===== src/hw/rtl/sps_pkg.sv =====
`default_nettype none
// ----------------------------------------------------------------------------
// sps_pkg
// Shared types, constants and helper functions of the SWD pin scan unit.
// ----------------------------------------------------------------------------
package sps_pkg;

    // probe channel width of the ports and default channel count
    localparam int PORT_CH      = 16;
    localparam int CH_W         = 4;
    localparam int CHANNELS_DEF = 16;
    localparam int ID_W         = 32;
    localparam int CNT_W        = 5;
    localparam int PADDR_W      = 5;
    localparam int PDATA_W      = 32;

    // bit sequence of one round
    localparam logic [15:0] SWITCH_WORD   = 16'he79e;
    localparam logic [7:0]  READ_REQ      = 8'ha5;
    localparam logic [7:0]  RESET_TICKS   = 8'd60;
    localparam logic [7:0]  IDLE_TICKS    = 8'd16;
    localparam logic [7:0]  SWITCH_END    = RESET_TICKS + 8'd16;
    localparam logic [7:0]  RESET2_END    = RESET_TICKS + SWITCH_END;
    localparam logic [7:0]  IDLE_END      = RESET2_END + IDLE_TICKS;
    localparam logic [7:0]  PH_TURN       = IDLE_END + 8'd8;
    localparam logic [7:0]  PH_ACK_FIRST  = PH_TURN + 8'd1;
    localparam logic [7:0]  PH_ACK_LAST   = PH_ACK_FIRST + 8'd2;
    localparam logic [7:0]  PH_ID_FIRST   = PH_ACK_LAST + 8'd1;
    localparam logic [7:0]  PH_ID_LAST    = PH_ID_FIRST + 8'd31;
    localparam logic [7:0]  PH_LAST       = PH_ID_LAST + 8'd1;
    // expected ack bits, first in time at bit 0
    localparam logic [2:0]  ACK_PATTERN   = 3'b001;

    typedef enum logic {
        MODE_START = 1'b0,
        MODE_TICK  = 1'b1
    } t_mode;

    typedef enum logic {
        KIND_DRIVE  = 1'b0,
        KIND_REPORT = 1'b1
    } t_kind;

    typedef enum logic [2:0] {
        REG_CHANNEL_COUNT = 3'd0,
        REG_SKIP_MASK     = 3'd1,
        REG_INPUT_TYPE    = 3'd2,
        REG_RELEASE       = 3'd3,
        REG_NORMAL_MODE   = 3'd4
    } t_reg;

    // channel groups derived from the configuration
    typedef struct packed {
        logic [PORT_CH-1:0] active;
        logic [PORT_CH-1:0] usable;
        logic [PORT_CH-1:0] releasable;
    } t_masks;

    // per tick control broadcast to the lanes
    typedef struct packed {
        logic       tick;
        logic [7:0] phase;
    } t_lane_ctl;

    typedef struct packed {
        t_kind              kind;
        logic [CH_W-1:0]    probe_clk;
        logic [PORT_CH-1:0] drive_levels;
        logic [PORT_CH-1:0] output_enable;
        logic [CH_W-1:0]    io_channel;
        logic [ID_W-1:0]    idcode;
        logic               scan_done;
        logic               any_found;
        logic               last;
    } t_beat;

    typedef struct packed {
        logic            hit;
        logic [CH_W-1:0] idx;
    } t_pick;

    function automatic logic drive_bit(input logic [7:0] p);
        logic [7:0] d;
        logic       b;
        d = 8'd0;
        if (p < RESET_TICKS) begin
            b = 1'b1;
        end else if (p < SWITCH_END) begin
            d = p - RESET_TICKS;
            b = SWITCH_WORD[d[3:0]];
        end else if (p < RESET2_END) begin
            b = 1'b1;
        end else if (p < IDLE_END) begin
            b = 1'b0;
        end else begin
            d = p - IDLE_END;
            b = READ_REQ[d[2:0]];
        end
        return b;
    endfunction

    // lowest set bit of a channel mask
    function automatic t_pick lowest_set(input logic [PORT_CH-1:0] m);
        t_pick r;
        r.hit = |m;
        r.idx = '0;
        for (int i = PORT_CH - 1; i >= 0; i--) begin
            if (m[i]) begin
                r.idx = CH_W'(i);
            end
        end
        return r;
    endfunction

endpackage
`default_nettype wire


===== src/hw/rtl/sps_cfg.sv =====
`default_nettype none
// ----------------------------------------------------------------------------
// sps_cfg
// APB register file and derivation of the active, usable and releasable masks.
// ----------------------------------------------------------------------------
module sps_cfg #(
    parameter int P_CHANNELS = sps_pkg::CHANNELS_DEF
) (
    input  wire logic                        i_clk,
    input  wire logic                        i_rst_n,
    input  wire logic                        i_psel,
    input  wire logic                        i_penable,
    input  wire logic                        i_pwrite,
    input  wire logic [sps_pkg::PADDR_W-1:0] i_paddr,
    input  wire logic [sps_pkg::PDATA_W-1:0] i_pwdata,
    output logic      [sps_pkg::PDATA_W-1:0] o_prdata,
    output logic                             o_pready,
    output sps_pkg::t_masks                  o_masks
);

    localparam int LANES = (P_CHANNELS < sps_pkg::PORT_CH) ? P_CHANNELS : sps_pkg::PORT_CH;

    logic [sps_pkg::CNT_W-1:0]   r_channel_count;
    logic [sps_pkg::PORT_CH-1:0] r_skip_mask;
    logic [sps_pkg::PORT_CH-1:0] r_input_type_mask;
    logic [sps_pkg::PORT_CH-1:0] r_release_mask;
    logic                        r_normal_mode;
    logic                        w_wr;
    sps_pkg::t_reg               w_reg;
    logic [sps_pkg::PORT_CH-1:0] w_active;

    assign w_wr     = i_psel && i_penable && i_pwrite;
    assign w_reg    = sps_pkg::t_reg'(i_paddr[sps_pkg::PADDR_W-1:2]);
    assign o_pready = 1'b1;

    always_ff @(posedge i_clk) begin
        if (!i_rst_n) begin
            r_channel_count   <= sps_pkg::CNT_W'(sps_pkg::PORT_CH);
            r_skip_mask       <= '0;
            r_input_type_mask <= '1;
            r_release_mask    <= '1;
            r_normal_mode     <= 1'b1;
        end else if (w_wr) begin
            case (w_reg)
                sps_pkg::REG_CHANNEL_COUNT: r_channel_count <= i_pwdata[sps_pkg::CNT_W-1:0];
                sps_pkg::REG_SKIP_MASK:     r_skip_mask <= i_pwdata[sps_pkg::PORT_CH-1:0];
                sps_pkg::REG_INPUT_TYPE:    r_input_type_mask <= i_pwdata[sps_pkg::PORT_CH-1:0];
                sps_pkg::REG_RELEASE:       r_release_mask <= i_pwdata[sps_pkg::PORT_CH-1:0];
                sps_pkg::REG_NORMAL_MODE:   r_normal_mode <= i_pwdata[0];
                default: begin
                end
            endcase
        end
    end

    always_comb begin
        case (w_reg)
            sps_pkg::REG_CHANNEL_COUNT: o_prdata = sps_pkg::PDATA_W'(r_channel_count);
            sps_pkg::REG_SKIP_MASK:     o_prdata = sps_pkg::PDATA_W'(r_skip_mask);
            sps_pkg::REG_INPUT_TYPE:    o_prdata = sps_pkg::PDATA_W'(r_input_type_mask);
            sps_pkg::REG_RELEASE:       o_prdata = sps_pkg::PDATA_W'(r_release_mask);
            sps_pkg::REG_NORMAL_MODE:   o_prdata = sps_pkg::PDATA_W'(r_normal_mode);
            default:                    o_prdata = '0;
        endcase
    end

    // channels below the count that exist in this build and are not skipped
    always_comb begin
        for (int i = 0; i < sps_pkg::PORT_CH; i++) begin
            w_active[i] = (i < LANES) && (sps_pkg::CNT_W'(i) < r_channel_count)
                          && !r_skip_mask[i];
        end
        o_masks.active     = w_active;
        o_masks.usable     = r_normal_mode ? (w_active & r_input_type_mask) : w_active;
        o_masks.releasable = r_normal_mode ? (w_active & r_release_mask) : w_active;
    end

endmodule
`default_nettype wire


===== src/hw/rtl/sps_lane.sv =====
`default_nettype none
// ----------------------------------------------------------------------------
// sps_lane
// One probe channel: ack check, idcode shift register and parity check.
// ----------------------------------------------------------------------------
module sps_lane (
    input  wire logic                     i_clk,
    input  wire logic                     i_rst_n,
    input  wire sps_pkg::t_lane_ctl       i_ctl,
    input  wire logic                     i_sample_en,
    input  wire logic                     i_level,
    output logic                          o_found,
    output logic [sps_pkg::ID_W-1:0]      o_id
);

    logic                    r_ack;
    logic                    n_ack;
    logic [sps_pkg::ID_W-1:0] r_id;
    logic [sps_pkg::ID_W-1:0] n_id;
    logic                    w_live;

    assign w_live = i_sample_en && r_ack;
    assign o_id   = r_id;

    always_comb begin
        logic [7:0] off;
        off     = i_ctl.phase - sps_pkg::PH_ACK_FIRST;
        n_ack   = r_ack;
        n_id    = r_id;
        o_found = 1'b0;
        if (i_ctl.tick) begin
            if (i_ctl.phase == 8'd0) begin
                n_ack = 1'b1;
                n_id  = '0;
            end else if (i_ctl.phase >= sps_pkg::PH_ACK_FIRST &&
                         i_ctl.phase <= sps_pkg::PH_ACK_LAST) begin
                if (w_live) begin
                    n_ack = (i_level == sps_pkg::ACK_PATTERN[off[1:0]]);
                end
            end else if (i_ctl.phase >= sps_pkg::PH_ID_FIRST &&
                         i_ctl.phase <= sps_pkg::PH_ID_LAST) begin
                if (w_live) begin
                    n_id = {i_level, r_id[sps_pkg::ID_W-1:1]};
                end
            end else if (i_ctl.phase == sps_pkg::PH_LAST) begin
                // even parity over idcode and parity bit
                o_found = w_live && ((^r_id) == i_level);
            end
        end
    end

    always_ff @(posedge i_clk) begin
        if (!i_rst_n) begin
            r_ack <= 1'b1;
        end else begin
            r_ack <= n_ack;
        end
    end

    always_ff @(posedge i_clk) begin
        r_id <= n_id;
    end

endmodule
`default_nettype wire


===== src/hw/rtl/sps_merge.sv =====
`default_nettype none
// ----------------------------------------------------------------------------
// sps_merge
// Output register; merges the lanes' found flags into report beats that
// follow the drive beat in ascending channel order.
// ----------------------------------------------------------------------------
module sps_merge (
    input  wire logic                        i_clk,
    input  wire logic                        i_rst_n,
    input  wire logic                        i_load,
    input  wire sps_pkg::t_beat              i_beat,
    input  wire logic [sps_pkg::PORT_CH-1:0] i_found,
    input  wire logic [sps_pkg::ID_W-1:0]    i_id [sps_pkg::PORT_CH],
    input  wire logic                        i_out_ready,
    output logic                             o_out_valid,
    output sps_pkg::t_beat                   o_beat,
    output logic                             o_can_load
);

    logic                        r_valid;
    logic                        n_valid;
    sps_pkg::t_beat              r_beat;
    sps_pkg::t_beat              n_beat;
    logic [sps_pkg::PORT_CH-1:0] r_rep_mask;
    logic [sps_pkg::PORT_CH-1:0] n_rep_mask;
    logic [sps_pkg::CH_W-1:0]    r_rep_clk;
    logic [sps_pkg::CH_W-1:0]    n_rep_clk;
    logic                        r_rep_done;
    logic                        n_rep_done;
    logic                        w_slot_free;
    sps_pkg::t_pick              w_pick;

    assign w_slot_free = !r_valid || i_out_ready;
    assign w_pick      = sps_pkg::lowest_set(r_rep_mask);
    assign o_can_load  = w_slot_free && (r_rep_mask == '0);
    assign o_out_valid = r_valid;
    assign o_beat      = r_beat;

    always_comb begin
        n_valid    = r_valid && !i_out_ready;
        n_beat     = r_beat;
        n_rep_mask = r_rep_mask;
        n_rep_clk  = r_rep_clk;
        n_rep_done = r_rep_done;
        if (w_slot_free && w_pick.hit) begin
            n_rep_mask               = r_rep_mask & ~(sps_pkg::PORT_CH'(1) << w_pick.idx);
            n_valid                  = 1'b1;
            n_beat.kind              = sps_pkg::KIND_REPORT;
            n_beat.probe_clk         = r_rep_clk;
            n_beat.drive_levels      = '0;
            n_beat.output_enable     = '0;
            n_beat.io_channel        = w_pick.idx;
            n_beat.idcode            = i_id[w_pick.idx];
            n_beat.scan_done         = r_rep_done;
            n_beat.any_found         = 1'b1;
            n_beat.last              = (n_rep_mask == '0);
        end else if (i_load) begin
            n_valid    = 1'b1;
            n_beat     = i_beat;
            n_rep_mask = i_found;
            n_rep_clk  = i_beat.probe_clk;
            n_rep_done = i_beat.scan_done;
        end
    end

    always_ff @(posedge i_clk) begin
        if (!i_rst_n) begin
            r_valid    <= 1'b0;
            r_rep_mask <= '0;
        end else begin
            r_valid    <= n_valid;
            r_rep_mask <= n_rep_mask;
        end
    end

    always_ff @(posedge i_clk) begin
        r_beat     <= n_beat;
        r_rep_clk  <= n_rep_clk;
        r_rep_done <= n_rep_done;
    end

    a_load_when_drained: assert property (@(posedge i_clk) disable iff (!i_rst_n)
        i_load |-> (r_rep_mask == '0))
        else $error("new beat loaded while reports pending");

    a_drive_not_last: assert property (@(posedge i_clk) disable iff (!i_rst_n)
        (i_load && (i_found != '0)) |=> (r_valid && !r_beat.last))
        else $error("drive beat marked last ahead of its reports");

    a_last_report_empty: assert property (@(posedge i_clk) disable iff (!i_rst_n)
        (r_valid && r_beat.kind == sps_pkg::KIND_REPORT && r_beat.last) |-> (r_rep_mask == '0))
        else $error("last report shown with channels still pending");

endmodule
`default_nettype wire


===== src/hw/rtl/swd_pin_scan_unit.sv =====
`default_nettype none
// ----------------------------------------------------------------------------
// swd_pin_scan_unit
// Scans probe channels for an SWD port: per clock candidate a 197 tick round
// of line reset, switch word, line reset, idle and IDCODE read, with one lane per channel
// checking ack, shifting idcode and checking parity.
// ----------------------------------------------------------------------------
//  channel   signals                               dir  beat
//  input     i_in_valid / o_in_ready               in   mode, pin_levels
//  output    o_out_valid / i_out_ready             out  drive beat or report
//  config    psel penable pwrite paddr pwdata      in   APB, zero wait
//
//  a tick beat gives one drive beat in the output register
//  the last tick of a round is followed by one report beat per found channel;
//  they leave one a cycle while the output is taken, and no input beat is taken
//  input is held off while the output register is full and not taken
//  synchronous active low reset; config needs no clearing pass
// ----------------------------------------------------------------------------
module swd_pin_scan_unit #(
    parameter int P_CHANNELS = sps_pkg::CHANNELS_DEF
) (
    input  wire logic                        i_clk,
    input  wire logic                        i_rst_n,
    input  wire logic                        i_in_valid,
    output logic                             o_in_ready,
    input  wire logic                        i_mode,
    input  wire logic [sps_pkg::PORT_CH-1:0] i_pin_levels,
    output logic                             o_out_valid,
    input  wire logic                        i_out_ready,
    output logic                             o_kind,
    output logic [sps_pkg::CH_W-1:0]         o_probe_clk,
    output logic [sps_pkg::PORT_CH-1:0]      o_drive_levels,
    output logic [sps_pkg::PORT_CH-1:0]      o_output_enable,
    output logic [sps_pkg::CH_W-1:0]         o_io_channel,
    output logic [sps_pkg::ID_W-1:0]         o_idcode,
    output logic                             o_scan_done,
    output logic                             o_any_found,
    output logic                             o_last,
    input  wire logic                        psel,
    input  wire logic                        penable,
    input  wire logic                        pwrite,
    input  wire logic [sps_pkg::PADDR_W-1:0] paddr,
    input  wire logic [sps_pkg::PDATA_W-1:0] pwdata,
    output logic      [sps_pkg::PDATA_W-1:0] prdata,
    output logic                             pready
);

    localparam int LANES = (P_CHANNELS < sps_pkg::PORT_CH) ? P_CHANNELS : sps_pkg::PORT_CH;

    sps_pkg::t_masks             w_masks;
    sps_pkg::t_lane_ctl          w_ctl;
    sps_pkg::t_beat              w_beat;
    sps_pkg::t_beat              w_out_beat;
    sps_pkg::t_pick              w_pick_first;
    sps_pkg::t_pick              w_pick_next;
    logic [sps_pkg::PORT_CH-1:0] w_found;
    logic [sps_pkg::ID_W-1:0]    w_id [sps_pkg::PORT_CH];
    logic [sps_pkg::PORT_CH-1:0] w_cbit;
    logic [sps_pkg::PORT_CH-1:0] w_above;
    logic [sps_pkg::PORT_CH-1:0] w_drv;
    logic [sps_pkg::PORT_CH-1:0] w_rel;
    logic [sps_pkg::PORT_CH-1:0] w_smp;
    logic                        w_can_load;
    logic                        w_accept;
    logic                        w_start;
    logic                        w_tick;
    logic                        w_load;
    logic                        w_end_round;
    logic                        w_any_new;

    logic                        r_busy;
    logic                        n_busy;
    logic [7:0]                  r_phase;
    logic [7:0]                  n_phase;
    logic [sps_pkg::CH_W-1:0]    r_clock;
    logic [sps_pkg::CH_W-1:0]    n_clock;
    logic                        r_found_flag;
    logic                        n_found_flag;

    sps_cfg #(
        .P_CHANNELS (P_CHANNELS)
    ) u_cfg (
        .i_clk     (i_clk),
        .i_rst_n   (i_rst_n),
        .i_psel    (psel),
        .i_penable (penable),
        .i_pwrite  (pwrite),
        .i_paddr   (paddr),
        .i_pwdata  (pwdata),
        .o_prdata  (prdata),
        .o_pready  (pready),
        .o_masks   (w_masks)
    );

    assign o_in_ready  = w_can_load;
    assign w_accept    = i_in_valid && o_in_ready;
    assign w_start     = w_accept && (i_mode == sps_pkg::MODE_START);
    assign w_tick      = w_accept && (i_mode == sps_pkg::MODE_TICK) && r_busy;
    assign w_end_round = (r_phase == sps_pkg::PH_LAST);

    assign w_cbit  = sps_pkg::PORT_CH'(1) << r_clock;
    assign w_above = ~((w_cbit << 1) - sps_pkg::PORT_CH'(1));
    assign w_drv   = w_masks.usable & ~w_cbit;
    assign w_rel   = w_masks.releasable & ~w_cbit;
    assign w_smp   = w_masks.active & ~w_cbit;

    assign w_pick_first = sps_pkg::lowest_set(w_masks.usable);
    assign w_pick_next  = sps_pkg::lowest_set(w_masks.usable & w_above);

    assign w_ctl.tick  = w_tick;
    assign w_ctl.phase = r_phase;

    genvar g;
    generate
        for (g = 0; g < sps_pkg::PORT_CH; g++) begin : g_lane
            if (g < LANES) begin : g_on
                sps_lane u_lane (
                    .i_clk       (i_clk),
                    .i_rst_n     (i_rst_n),
                    .i_ctl       (w_ctl),
                    .i_sample_en (w_smp[g]),
                    .i_level     (i_pin_levels[g]),
                    .o_found     (w_found[g]),
                    .o_id        (w_id[g])
                );
            end else begin : g_off
                assign w_found[g] = 1'b0;
                assign w_id[g]    = '0;
            end
        end
    endgenerate

    assign w_any_new = r_found_flag || (w_found != '0);

    // sequencer and drive beat
    always_comb begin
        n_busy       = r_busy;
        n_phase      = r_phase;
        n_clock      = r_clock;
        n_found_flag = r_found_flag;
        w_load       = 1'b0;

        w_beat.kind          = sps_pkg::KIND_DRIVE;
        w_beat.probe_clk     = r_clock;
        w_beat.io_channel    = '0;
        w_beat.idcode        = '0;
        w_beat.scan_done     = 1'b0;
        w_beat.any_found     = w_any_new;
        w_beat.last          = (w_found == '0);
        if (r_phase < sps_pkg::PH_TURN) begin
            w_beat.output_enable = w_drv;
            w_beat.drive_levels  = sps_pkg::drive_bit(r_phase) ? w_drv : '0;
        end else begin
            // lines that cannot be released keep driving the last request bit
            w_beat.output_enable = w_drv & ~w_rel;
            w_beat.drive_levels  = w_drv & ~w_rel;
        end

        if (w_start) begin
            n_found_flag = 1'b0;
            n_phase      = '0;
            if (w_pick_first.hit) begin
                n_busy  = 1'b1;
                n_clock = w_pick_first.idx;
            end else begin
                n_busy               = 1'b0;
                w_load               = 1'b1;
                w_beat.probe_clk     = '0;
                w_beat.drive_levels  = '0;
                w_beat.output_enable = '0;
                w_beat.scan_done     = 1'b1;
                w_beat.any_found     = 1'b0;
                w_beat.last          = 1'b1;
            end
        end else if (w_tick) begin
            w_load       = 1'b1;
            n_found_flag = w_any_new;
            if (w_end_round) begin
                n_phase = '0;
                if (w_pick_next.hit) begin
                    n_clock = w_pick_next.idx;
                end else begin
                    n_busy           = 1'b0;
                    w_beat.scan_done = 1'b1;
                end
            end else begin
                n_phase = r_phase + 8'd1;
            end
        end
    end

    always_ff @(posedge i_clk) begin
        if (!i_rst_n) begin
            r_busy       <= 1'b0;
            r_phase      <= '0;
            r_clock      <= '0;
            r_found_flag <= 1'b0;
        end else begin
            r_busy       <= n_busy;
            r_phase      <= n_phase;
            r_clock      <= n_clock;
            r_found_flag <= n_found_flag;
        end
    end

    sps_merge u_merge (
        .i_clk       (i_clk),
        .i_rst_n     (i_rst_n),
        .i_load      (w_load),
        .i_beat      (w_beat),
        .i_found     (w_found),
        .i_id        (w_id),
        .i_out_ready (i_out_ready),
        .o_out_valid (o_out_valid),
        .o_beat      (w_out_beat),
        .o_can_load  (w_can_load)
    );

    assign o_kind          = w_out_beat.kind;
    assign o_probe_clk     = w_out_beat.probe_clk;
    assign o_drive_levels  = w_out_beat.drive_levels;
    assign o_output_enable = w_out_beat.output_enable;
    assign o_io_channel    = w_out_beat.io_channel;
    assign o_idcode        = w_out_beat.idcode;
    assign o_scan_done     = w_out_beat.scan_done;
    assign o_any_found     = w_out_beat.any_found;
    assign o_last          = w_out_beat.last;

    a_round_wraps: assert property (@(posedge i_clk) disable iff (!i_rst_n)
        (w_tick && w_end_round) |=> (r_phase == 8'd0))
        else $error("round did not wrap to phase zero");

    a_start_clears: assert property (@(posedge i_clk) disable iff (!i_rst_n)
        w_start |=> (r_phase == 8'd0 && !r_found_flag))
        else $error("scan start left stale phase or found flag");

    a_hold_when_full: assert property (@(posedge i_clk) disable iff (!i_rst_n)
        (o_out_valid && !i_out_ready) |-> !o_in_ready)
        else $error("input taken while output register is stalled");

endmodule
`default_nettype wire

===== config.mk =====
export PLATFORM = sky130hd
export DESIGN_NAME = swd_pin_scan_unit
export DESIGN_NICKNAME = d
export VERILOG_FILES = /design/src/hw/rtl/sps_pkg.sv /design/src/hw/rtl/sps_cfg.sv /design/src/hw/rtl/sps_lane.sv /design/src/hw/rtl/sps_merge.sv /design/src/hw/rtl/swd_pin_scan_unit.sv
export SDC_FILE = /design/constraint.sdc
export NUM_CORES = 2
export LEC_CHECK = 0
export BUFFER_PORTS_ARGS = -buffer_cell sky130_fd_sc_hd__buf_2
export CORE_UTILIZATION = 40
export CTS_BUF_LIST = sky130_fd_sc_hd__clkbuf_8
export DETAILED_ROUTE_END_ITERATION = 8
export GPL_TIMING_DRIVEN = 0
export PLACE_DENSITY_LB_ADDON = 0.08
export SETUP_SLACK_MARGIN = 0.4
export SLEW_MARGIN = 20
export SYNTH_ARGS = -nofsm -noshare
export SYNTH_HDL_FRONTEND = slang
export SYNTH_SLANG_ARGS = --single-unit

===== constraint.sdc =====
create_clock -name i_clk -period 4.8 [get_ports i_clk]
set_clock_uncertainty 0.2 [all_clocks]
set_input_delay 0.24 -clock i_clk [delete_from_list [all_inputs] [get_ports i_clk]]
set_output_delay 0.24 -clock i_clk [all_outputs]
set_load 0.02 [all_outputs]

==> impl_metrics.toml <==
[outcome]
status = "completed"

[cts]
cts_buffers = 133
clockRootBuffer = "clkbuf_8"
clkLatencyLatePin_ns = 0.85
cts.clk_slew.worst_paths_ns = 0.06
htreeDepth = 4
clkSinkCount = 695
cts_tree = "built"
cts_buffer_depth = 3

[worst_setup_path]
slowest_stage = "nor3_1"
worst_ep_required_time_ns = 5.15
crit_type = "flip-flop to flip-flop"
path_max_fanout = 10
endpoint_kind = "flip-flop"
cp-start-kind = "flip-flop"
r2r_slack_ns = 0.42
worst_ep_arrival_time_ns = 4.73
critPathBufInv = 2
worstPathCellList = "nor2_1 -> o31ai_1 -> a211oi_1 -> o31a_1 -> nor3_1 -> clkbuf_2 -> clkbuf_1 -> nand3_1 -> a2bb2oi_1 -> o22ai_1"
crit_family = "buffers and inverters"
critPathMaxStageDelay_ns = 0.72

[timing]
worst_slack_ns = 0.4207
hold_viol = 0
relSlewSlack_pct = 25.35
final.period_utilization_pct = 91.24
setup_viol = 0
maxSlewViolCount = 0
rsz0062_at_grt = "false"
fmax_mhz = 228.3
worstMarginPinSlew_ns = 1.092
fin_crit_ns = 4.379

[floorplanning]
core_area_sq_um = 93610
initial_utilization_pct = 40.46
die_w_microns = 309.7
die_area_sq_um = 95910
die_h_microns = 309.7
ios = 172
row_count = 112

[run]
maxCapViolCount = 0

[synthesis]
synth_seq_cells = 695
synth.most_common_cell = "edfxtp_1"
synthTopCellsByCount = "edfxtp_1, and2_1, xnor2_1"
synth_top_area_cell = "edfxtp_1"
async_flop_share_pct = 0
synth_area_leaders = "edfxtp_1, xnor2_1, and2_1, dfxtp_1, nand2_1"
avgSynthCellArea_sq_um = 10.70
synth_top_area_share_pct = 44.32
syn_inst = 3538
synth-edff-count = 559
ys_seq_area_share_pct = 51.51
yosys_most_used_dff = "edfxtp_1"
ys_warn_count = 0
yosysUniqueCellTypes = 82
syn-cell-area_sq_um = 37870

[global_route]
antenna_found_initial = 3
grt_pass1_wl_microns = 193900
grt_pass1_vias = 27560
gr-total-overflow = 0
grt_max_degree = 28
grt_use_total_pct = 28.19

[routing]
drtAntennaViolNets = 0
dr.pass1.iters = 8
via_per_inst = 5.493
wl_microns = 135600
drtIter0Drc = 3223
drc = 0
dr_total_vias = 28990
wl_per_cell_microns = 25.69

[place]
io_buffers = 135
gp_congestion = 0.9986
dp_slack_ns = -0.1746
placed_cell_area_sq_um = 40760
dp.final_hpwl_microns = 104800

[cells_and_area]
drive_above_1_share_pct = 12.50
synthToLayoutAreaGrowth_pct = 16.14
final_area_sq_um = 43980
final_net_count = 3983

[hold_path]
hold_class = "input port to flip-flop"

[power_and_ir_drop]
p_leak_nw = 16.01
p_per_area_nw_per_um2 = 312.0
ir_drop_mv = 0.2556
[layout make-up]
class,instances,area (sq um)
clock buffer,143,1968
sequential,695,19510
multi-input combinational,2581,17400
tap,1254,1569
antenna,9,22.52
clock inverter,93,459.2
fill,9054,49630
inverter,34,127.6
timing repair buffer,226,1869
buffer,243,1061
[per-layer routing]
metal,part of all wire (%),wire length (microns),track usage (%)
met1,45,61140,40.50
met2,44,59250,42.20
met3,8.3,11240,5.909
met4,2.9,3933,9.015
met5,0,0,0
[what timing repair did]
action | 4_1_cts | 5_1_grt
endpoints found under the setup margin | 339 | 171
hold buffers | 63 | 0
pin swaps | 4 | 2
gates resized for setup | 6 | 10
endpoints found under the hold margin | 120 | 0
buffers inserted | 5 | 2
[stage by stage]
step | setup TNS [ns] | std cells | util, % | hold slack [ns] | total power (W)
2_1_floorplan | 0 | 3553 | - | 0.1640 | 0.007723
3_5_place_dp | -9.528 | 4961 | 43.55 | 0.2285 | 0.008234
6_report | 0 | 5278 | 46.99 | 0.06168 | 0.01372
4_1_cts | 0 | 5265 | 46.92 | 0.001453 | 0.01382
5_1_grt | 0 | 5274 | 46.98 | 0.06076 | 0.01417
3_3_place_gp | -605.38 | 4942 | 42.91 | 0.2244 | 0.008207
[cells by family (layout without fill, tap and decap cells)]
| kind of cell | after synthesis | in the layout | synth area share [%] |
|---|---|---|---|
| flip-flops | 695 | 695 | 51.51 |
| XOR/XNOR | 504 | 504 | 12.82 |
| AND/OR/NAND/NOR | 1425 | 1425 | 19.70 |
| adder cells (fa/ha/maj) | 9 | 9 | 0.2907 |
| other | 2 | 26 | 0.01983 |
| multiplexers | 119 | 119 | 3.515 |
| AO/OA/AOI/OAI | 507 | 507 | 9.059 |
| buffers and inverters | 277 | 739 | 3.082 |
[placed cells by master (no fill, tap or decap), types with 66 or more instances in the layout]
cell type / Yosys / final
clkbuf_8: 0 / 143
o22ai_1: 85 / 85
xnor2_1: 406 / 406
nor3_1: 204 / 204
o21ai_0: 135 / 135
and2_1: 517 / 517
clkbuf_1: 176 / 171
mux2_2: 72 / 72
nand3_1: 122 / 122
buf_2: 24 / 161
nor2_1: 167 / 151
inv_1: 34 / 82
dfxtp_1: 136 / 136
edfxtp_1: 559 / 559
nand2_1: 292 / 291
xor2_1: 66 / 66
[state kept, by name (all words and copies together) (netlist names), 5 cells and up, named ones only]
name	count
u_merge.r_rep_mask	16
u_cfg.r_release_mask	16
g_lane.g_on.u_lane.o_id	512
u_cfg.r_skip_mask	16
r_phase	8
u_cfg.r_channel_count	5
g_lane.g_on.u_lane.r_ack	16
u_merge.o_beat	76
u_cfg.r_input_type_mask	16
[tightest hold or removal path, cell delays in order]
cell and delay, ns:
dlygate4sd3_1 0.52, buf_2 0.14, nand2_1 0.06, o211ai_1 0.08
[worst paths after layout]
path | startpoint | to | cells after the start
hold / removal | pwdata[9] | u_cfg.r_input_type_mask[9] | 4
setup / recovery | u_merge.r_rep_mask[14] | u_merge.o_beat[15] | 10
setup reg to reg | u_merge.r_rep_mask[14] | u_merge.o_beat[15] | 10
hold reg to reg | u_merge.o_beat[45] | u_merge.o_beat[45] | 2
[where the power goes]
group	switching, W	leakage [nW]	total (W)	internal (W)
combinational	0.000835	8.24	0.00142	0.000588
clock	0.00270	1.42	0.00555	0.00285
sequential	0.000119	6.36	0.00675	0.00663
total	0.00365	16.0	0.0137	0.0101
Power figures use the tool's default switching activity.
